### config.mk
export PLATFORM = sky130hd
export DESIGN_NAME = exact_fit_block_allocator_unit
export DESIGN_NICKNAME = d
export VERILOG_FILES = /design/src/hw/rtl/efba_pkg.sv /design/src/hw/rtl/exact_fit_block_allocator_unit.sv /design/src/hw/rtl/efba_rec_mem.sv /design/src/hw/rtl/efba_ctrl.sv
export SDC_FILE = /design/constraint.sdc
export NUM_CORES = 2
export LEC_CHECK = 0
export ABC_AREA = 0
export BUFFER_PORTS_ARGS = -buffer_cell sky130_fd_sc_hd__clkbuf_2
export CAP_MARGIN = 10
export CORE_ASPECT_RATIO = 0.75
export CORE_MARGIN = 2
export CORE_UTILIZATION = 35
export CTS_CLUSTER_DIAMETER = 50
export DETAILED_ROUTE_END_ITERATION = 10
export SETUP_SLACK_MARGIN = 0.1
export SYNTH_ARGS = -nofsm -noshare
export SYNTH_HDL_FRONTEND = slang
export SYNTH_SLANG_ARGS = --single-unit
### constraint.sdc
create_clock -name clk -period 8.8 [get_ports clk]
set_input_delay 0.44 -clock clk [delete_from_list [all_inputs] [get_ports clk]]
set_output_delay 0.44 -clock clk [all_outputs]
set_load 0.1 [all_outputs]
### src/hw/rtl/efba_pkg.sv
package efba_pkg;

  localparam int ADDR_W = 12;
  localparam int STATUS_W = 3;

  localparam int ARENA_BYTES = 2048;
  localparam int HEADER_BYTES = 24;
  localparam int MAX_RECORDS_DEF = 64;

  // bump pointer reaches ARENA_BYTES at most
  localparam int OFF_W = $clog2(ARENA_BYTES + 1);
  // bump + header + largest request
  localparam int SUM_W = $clog2(ARENA_BYTES + HEADER_BYTES + (1 << ADDR_W));

  typedef enum logic {
    CMD_ALLOC = 1'b0,
    CMD_FREE  = 1'b1
  } cmd_t;

  typedef enum logic [STATUS_W-1:0] {
    ST_OK          = 3'd0,
    ST_ARENA_FULL  = 3'd1,
    ST_TABLE_FULL  = 3'd2,
    ST_DOUBLE_FREE = 3'd3,
    ST_UNKNOWN     = 3'd4
  } status_t;

  typedef enum logic [1:0] {
    S_IDLE,
    S_SCAN,
    S_DONE
  } state_t;

  typedef struct packed {
    logic              is_free;
    logic [ADDR_W-1:0] length;
    logic [ADDR_W-1:0] start;
  } record_t;

  typedef struct packed {
    cmd_t              command;
    logic [ADDR_W-1:0] request_bytes;
    logic [ADDR_W-1:0] block_address;
  } request_t;

  typedef struct packed {
    logic [ADDR_W-1:0] payload_address;
    status_t           status;
  } result_t;

endpackage

### src/hw/rtl/exact_fit_block_allocator_unit.sv
// channel | dir | tdata, lowest bit up                      | tuser
// s_axis  | in  | request_bytes[11:0], block_address[23:12] | command[0]
// m_axis  | out | payload_address[11:0]                     | status[2:0]
//
// one request at a time, N = records in the table (up to MAX_RECORDS)
// no match: the scan reads all N records before the result, none with an empty table
// a match at record k ends the one-read-per-cycle scan early
// the result waits in an output register so the next request is taken while
// the master side stalls; a second result then holds off the slave side
// rst clears record count and bump pointer; the record memory needs no clear
module exact_fit_block_allocator_unit
  import efba_pkg::*;
#(
  parameter int MAX_RECORDS = MAX_RECORDS_DEF
) (
  input  logic                clk,
  input  logic                rst,
  input  logic                s_tvalid,
  output logic                s_tready,
  input  logic [23:0]         s_tdata,  // request_bytes, block_address
  input  logic                s_tuser,  // command
  output logic                m_tvalid,
  input  logic                m_tready,
  output logic [15:0]         m_tdata,  // payload_address
  output logic [STATUS_W-1:0] m_tuser   // status
);

  localparam int IDX_W = $clog2(MAX_RECORDS);
  localparam int CNT_W = $clog2(MAX_RECORDS + 1);

  request_t         in_req;
  result_t          res;
  logic             res_valid;
  logic             res_ready;
  logic             mem_rd_en;
  logic [IDX_W-1:0] mem_rd_addr;
  record_t          mem_rd_data;
  logic             mem_wr_en;
  logic [IDX_W-1:0] mem_wr_addr;
  record_t          mem_wr_data;
  result_t          out_res;

  assign in_req.command = cmd_t'(s_tuser);
  assign in_req.request_bytes = s_tdata[11:0];
  assign in_req.block_address = s_tdata[23:12];

  efba_ctrl #(
    .MAX_RECORDS(MAX_RECORDS),
    .IDX_W(IDX_W),
    .CNT_W(CNT_W)
  ) u_ctrl (
    .clk(clk),
    .rst(rst),
    .in_valid(s_tvalid),
    .in_ready(s_tready),
    .in_req(in_req),
    .res_valid(res_valid),
    .res_ready(res_ready),
    .res(res),
    .mem_rd_en(mem_rd_en),
    .mem_rd_addr(mem_rd_addr),
    .mem_rd_data(mem_rd_data),
    .mem_wr_en(mem_wr_en),
    .mem_wr_addr(mem_wr_addr),
    .mem_wr_data(mem_wr_data)
  );

  efba_rec_mem #(
    .DEPTH(MAX_RECORDS),
    .IDX_W(IDX_W)
  ) u_mem (
    .clk(clk),
    .rd_en(mem_rd_en),
    .rd_addr(mem_rd_addr),
    .rd_data(mem_rd_data),
    .wr_en(mem_wr_en),
    .wr_addr(mem_wr_addr),
    .wr_data(mem_wr_data)
  );

  // output register frees the controller once the result is parked
  assign res_ready = !m_tvalid || m_tready;

  always_ff @(posedge clk) begin
    if (rst) begin
      m_tvalid <= 1'b0;
    end else if (res_valid && res_ready) begin
      m_tvalid <= 1'b1;
    end else if (m_tready) begin
      m_tvalid <= 1'b0;
    end
  end

  always_ff @(posedge clk) begin
    if (res_valid && res_ready) begin
      out_res <= res;
    end
  end

  assign m_tdata = {4'b0000, out_res.payload_address};
  assign m_tuser = out_res.status;

endmodule

### src/hw/rtl/efba_rec_mem.sv
module efba_rec_mem
  import efba_pkg::*;
#(
  parameter int DEPTH = MAX_RECORDS_DEF,
  parameter int IDX_W = $clog2(DEPTH)
) (
  input  logic             clk,
  input  logic             rd_en,
  input  logic [IDX_W-1:0] rd_addr,
  output record_t          rd_data,
  input  logic             wr_en,
  input  logic [IDX_W-1:0] wr_addr,
  input  record_t          wr_data
);

  record_t mem [DEPTH];

  always_ff @(posedge clk) begin
    if (wr_en) begin
      mem[wr_addr] <= wr_data;
    end
  end

  always_ff @(posedge clk) begin
    if (rd_en) begin
      rd_data <= mem[rd_addr];
    end
  end

endmodule

### src/hw/rtl/efba_ctrl.sv
module efba_ctrl
  import efba_pkg::*;
#(
  parameter int MAX_RECORDS = MAX_RECORDS_DEF,
  parameter int IDX_W = $clog2(MAX_RECORDS),
  parameter int CNT_W = $clog2(MAX_RECORDS + 1)
) (
  input  logic             clk,
  input  logic             rst,
  input  logic             in_valid,
  output logic             in_ready,
  input  request_t         in_req,
  output logic             res_valid,
  input  logic             res_ready,
  output result_t          res,
  output logic             mem_rd_en,
  output logic [IDX_W-1:0] mem_rd_addr,
  input  record_t          mem_rd_data,
  output logic             mem_wr_en,
  output logic [IDX_W-1:0] mem_wr_addr,
  output record_t          mem_wr_data
);

  state_t           state, state_next;
  request_t         cur, cur_next;
  logic [CNT_W-1:0] rec_count, rec_count_next;
  logic [OFF_W-1:0] bump, bump_next;
  logic [CNT_W-1:0] rd_idx, rd_idx_next;
  logic             chk_valid, chk_valid_next;
  logic [IDX_W-1:0] chk_idx, chk_idx_next;
  result_t          res_next;

  logic              issue;
  logic              hit;
  logic [SUM_W-1:0]  need;
  logic [ADDR_W-1:0] new_start;

  assign issue = (state == S_SCAN) && (rd_idx < rec_count);
  assign hit = chk_valid &&
               ((cur.command == CMD_ALLOC) ?
                (mem_rd_data.is_free && (mem_rd_data.length == cur.request_bytes)) :
                (mem_rd_data.start == cur.block_address));
  assign need = SUM_W'(bump) + SUM_W'(HEADER_BYTES) + SUM_W'(cur.request_bytes);
  assign new_start = ADDR_W'(bump) + ADDR_W'(HEADER_BYTES);

  assign mem_rd_en = issue;
  assign mem_rd_addr = rd_idx[IDX_W-1:0];
  assign in_ready = (state == S_IDLE);
  assign res_valid = (state == S_DONE);

  always_comb begin
    state_next = state;
    cur_next = cur;
    rec_count_next = rec_count;
    bump_next = bump;
    rd_idx_next = rd_idx;
    chk_valid_next = 1'b0;
    chk_idx_next = rd_idx[IDX_W-1:0];
    res_next = res;
    mem_wr_en = 1'b0;
    mem_wr_addr = chk_idx;
    mem_wr_data = mem_rd_data;

    case (state)
      S_IDLE: begin
        if (in_valid) begin
          cur_next = in_req;
          rd_idx_next = '0;
          state_next = S_SCAN;
        end
      end
      S_SCAN: begin
        if (issue) begin
          rd_idx_next = rd_idx + CNT_W'(1);
          chk_valid_next = 1'b1;
        end
        if (hit) begin
          chk_valid_next = 1'b0;
          state_next = S_DONE;
          if (cur.command == CMD_ALLOC) begin
            mem_wr_en = 1'b1;
            mem_wr_data.is_free = 1'b0;
            res_next = '{payload_address: mem_rd_data.start, status: ST_OK};
          end else if (mem_rd_data.is_free) begin
            res_next = '{payload_address: '0, status: ST_DOUBLE_FREE};
          end else begin
            mem_wr_en = 1'b1;
            mem_wr_data.is_free = 1'b1;
            res_next = '{payload_address: '0, status: ST_OK};
          end
        end else if (!chk_valid && !issue) begin
          // scan ran past the last record without a match
          state_next = S_DONE;
          if (cur.command == CMD_FREE) begin
            res_next = '{payload_address: '0, status: ST_UNKNOWN};
          end else if (rec_count == CNT_W'(MAX_RECORDS)) begin
            res_next = '{payload_address: '0, status: ST_TABLE_FULL};
          end else if (need > SUM_W'(ARENA_BYTES)) begin
            res_next = '{payload_address: '0, status: ST_ARENA_FULL};
          end else begin
            mem_wr_en = 1'b1;
            mem_wr_addr = rec_count[IDX_W-1:0];
            mem_wr_data = '{is_free: 1'b0, length: cur.request_bytes, start: new_start};
            res_next = '{payload_address: new_start, status: ST_OK};
            bump_next = OFF_W'(need);
            rec_count_next = rec_count + CNT_W'(1);
          end
        end
      end
      S_DONE: begin
        if (res_ready) begin
          state_next = S_IDLE;
        end
      end
      default: begin
        state_next = S_IDLE;
      end
    endcase
  end

  always_ff @(posedge clk) begin
    if (rst) begin
      state <= S_IDLE;
      rec_count <= '0;
      bump <= '0;
      chk_valid <= 1'b0;
    end else begin
      state <= state_next;
      rec_count <= rec_count_next;
      bump <= bump_next;
      chk_valid <= chk_valid_next;
    end
  end

  always_ff @(posedge clk) begin
    cur <= cur_next;
    rd_idx <= rd_idx_next;
    chk_idx <= chk_idx_next;
    res <= res_next;
  end

  a_wr_in_scan: assert property (@(posedge clk) disable iff (rst)
    mem_wr_en |-> state == S_SCAN)
    else $error("record write outside of scan");

  a_wr_ends_scan: assert property (@(posedge clk) disable iff (rst)
    mem_wr_en |=> state == S_DONE)
    else $error("scan did not finish after record write");

  a_count_bound: assert property (@(posedge clk) disable iff (rst)
    rec_count <= CNT_W'(MAX_RECORDS))
    else $error("record count beyond table size");

  a_bump_bound: assert property (@(posedge clk) disable iff (rst)
    SUM_W'(bump) <= SUM_W'(ARENA_BYTES))
    else $error("bump pointer beyond arena");

  a_alloc_status: assert property (@(posedge clk) disable iff (rst)
    (res_valid && (res.status == ST_ARENA_FULL || res.status == ST_TABLE_FULL))
      |-> cur.command == CMD_ALLOC)
    else $error("allocation status on a free command");

endmodule
==> impl_metrics.json <==
{
  "status": "finished clean",
  "place_ws_ns": 3.04,
  "required_ns": 9.26,
  "final-setup-viol-count": 0,
  "cts_tree": "yes",
  "synth.distinct_cells": 65,
  "synth-seq-cells": 1716,
  "synth_top_area_share_pct": 75.6,
  "synth_most_common_cell": "edfxtp_1",
  "ioPinCount": 50,
  "setup_tns_ns": 0,
  "routabilityCongestion": 0.922,
  "die_h_um": 383,
  "dp_cells": 5421,
  "synthArstFlopShare_pct": 0,
  "worst_path_max_delay_cell": "a22oi_2",
  "nNetsFinal": 3135,
  "placed_area_um2": 71300,
  "ant_nets": 0,
  "avgSynthCellArea_um2": 23.3,
  "cts_root_buf": "clkbuf_16",
  "grt_max_degree": 136,
  "drc_errors": 0,
  "p_leak_nw": 23.2,
  "power_density_nw_per_um2": 229,
  "slew_headroom_pct": 16.1,
  "final_cells": 5743,
  "portBuffers": 45,
  "drive_above_1_share_pct": 31.9,
  "path_class": "flip-flop to flip-flop",
  "vias": 31900,
  "via_per_inst": 5.56,
  "synthCells": 2878,
  "fin_util_pct": 40.1,
  "clk_latency_ns": 0.80,
  "cp_max_fo": 22,
  "core_um2": 191000,
  "die_w_um": 509,
  "area_growth_pct": 14.3,
  "maxSlewViolCount": 0,
  "overflow": 0,
  "cts_max_level": 4,
  "crit_arrival_ns": 6.31,
  "cp_cell_sequence": "inv_1 > ha_1 > inv_1 > ha_1 > a211oi_2 > o211ai_2 > a2111o_1 > o211ai_1 > and3_1 > buf_4 > nand4_1 > a22oi_2 > buf_4",
  "cap_violations": 0,
  "numCtsBuffers": 158,
  "fin_total_pwr_mw": 17.5,
  "grt_pass1_vias": 30900,
  "fin_area_um2": 76600,
  "grt_pass1_wl_mm": 243,
  "worst_clock_skew_ns": 0.0336,
  "start_kind": "flip-flop",
  "rr_startpoint": "u_ctrl.bump[3]",
  "grt_usage_pct": 17.6,
  "max_freq_ghz": 0.171,
  "synth-main-ff-cell": "edfxtp_1",
  "fin_ws_ns": 2.95,
  "worst_pin_slew_ns": 1.26,
  "drt_iter0_drc": 4739,
  "post-cts-setup-buffer-count": 0,
  "final-hold-violation-count": 0,
  "crit_path_start": "u_ctrl.bump[3]",
  "cts_resized": 0,
  "rsz0062_at_grt": "false",
  "crit_family": "compound AO/OA/AOI/OAI gates",
  "worstHoldStart": "s_tvalid",
  "path_clk_slew_ns": 0.06,
  "synth_commonest_cells": "1687 x edfxtp_1, 525 x mux4_2, 99 x clkbuf_1",
  "max-clock-path-buffers": 3,
  "end_kind": "flip-flop",
  "synth_area_um2": 67000,
  "yosysSeqAreaShare_pct": 76.5,
  "antenna_found_initial": 17,
  "ys.warnings.count": 0,
  "wl_mm": 172,
  "timing.hold.ws_ns": 0.0638,
  "die-area_um2": 195000,
  "synth-edff-count": 1687,
  "synth_area_leaders": "edfxtp_1 76%, mux4_2 18%, dfxtp_1 0.87%, ha_1 0.62%, clkbuf_1 0.55%",
  "clkSinkCount": 1716,
  "post-synth-top-area-cell": "edfxtp_1",
  "wl_per_cell_um": 30.0,
  "hold_path_class": "input port to flip-flop",
  "ctsHoldBuffers": 26,
  "initial_core_util_pct": 35.1,
  "finalCritPeriodShare_pct": 66.4,
  "fillers": 16600,
  "finalCriticalPeriod_ns": 5.85,
  "num_rows": 139,
  "hpwl_mm": 99.8,
  "peakVddDrop_uv": 202,
  "crit_path_max_incr_delay_ns": 1.11,
  "path_buf_inv": 4,
  "multi_input_comb_area_um2": 15600,
  "drt_pass1_iterations": 5,
  "seq_area_um2": 51200
}
routing by layer:
metal	vias up	GRT usage, %	wire, um
met2	1459	24.7	74300
met3	189	4.05	16000
met5	-	0	35
li1	12800	-	-
met4	6	3.97	2900
met1	17400	27.7	79200
layout make-up:
cell class	count	share of cell area, %
sequential	1716	66.9
multi-input combinational	986	20.4
clock buffer	195	5.37
tap	2538	4.15
timing repair buffer	186	1.88
clock inverter	90	1.12
inverter	24	0.118
antenna	8	0.0261
power breakdown:
group / switching [mW] / internal, mW
clock: 3.05 / 3.68
sequential: 0.0360 / 9.07
combinational: 1.03 / 0.650
state kept, by name, indices dropped and copies added, names as in the netlist:
register / count
u_mem.mem: 1600
u_ctrl.cur: 25
u_mem.rd_data: 25
u_ctrl.res: 15
m_tdata: 12
u_ctrl.bump: 12
u_ctrl.rd_idx: 7
u_ctrl.rec_count: 7
u_ctrl.chk_idx: 6
m_tuser: 3
u_ctrl.state: 2
m_tvalid: 1
u_ctrl.chk_valid: 1
tightest hold or removal path, delay by kind of cell:
kind | cells | cell delay, ns
and+or+nand+nor | 1 | 0.04
buffers and inverters | 2 | 0.17
muxes | 1 | 0.15
placed cells by master (no fill, tap or decap), drive strengths merged, types with 17 or more instances in the layout:
master and instances:
buf 115, nand3 26, nor2 30, nand4 17, inv 38, clkinv 63, edfxtp 1687, o21ai 51
a22oi 49, mux4 525, clkbuf 240, nand2 23, xnor2 31, dlygate4sd3 26, dfxtp 29, ha 33
mux2 17, a21oi 45
worst paths after layout:
path | endpoint | slack (ns) | cells after the start
min | u_ctrl.state[0] | 0.06 | 4
min reg2reg | m_tdata[2] | 0.42 | 0
max reg2reg | u_mem.mem[42][13] | 2.95 | 13
max | u_mem.mem[42][13] | 2.95 | 13
cells by family (layout without fill, tap and decap cells):
logic type                 after synthesis  count (layout)  share of synthesized area [%]
muxes                                  543             543                           18.0
buffers and inverters                  179             495                           1.05
xor gates and xnor gates                42              42                          0.549
and+or+nand+nor                        163             163                           1.30
other                                    1              12                        0.00560
AOI/OAI and AO/OA                      200             200                           2.02
DFF                                   1716            1716                           76.5
adders and majority gates               34              34                          0.646
Power figures use the tool's default switching activity.
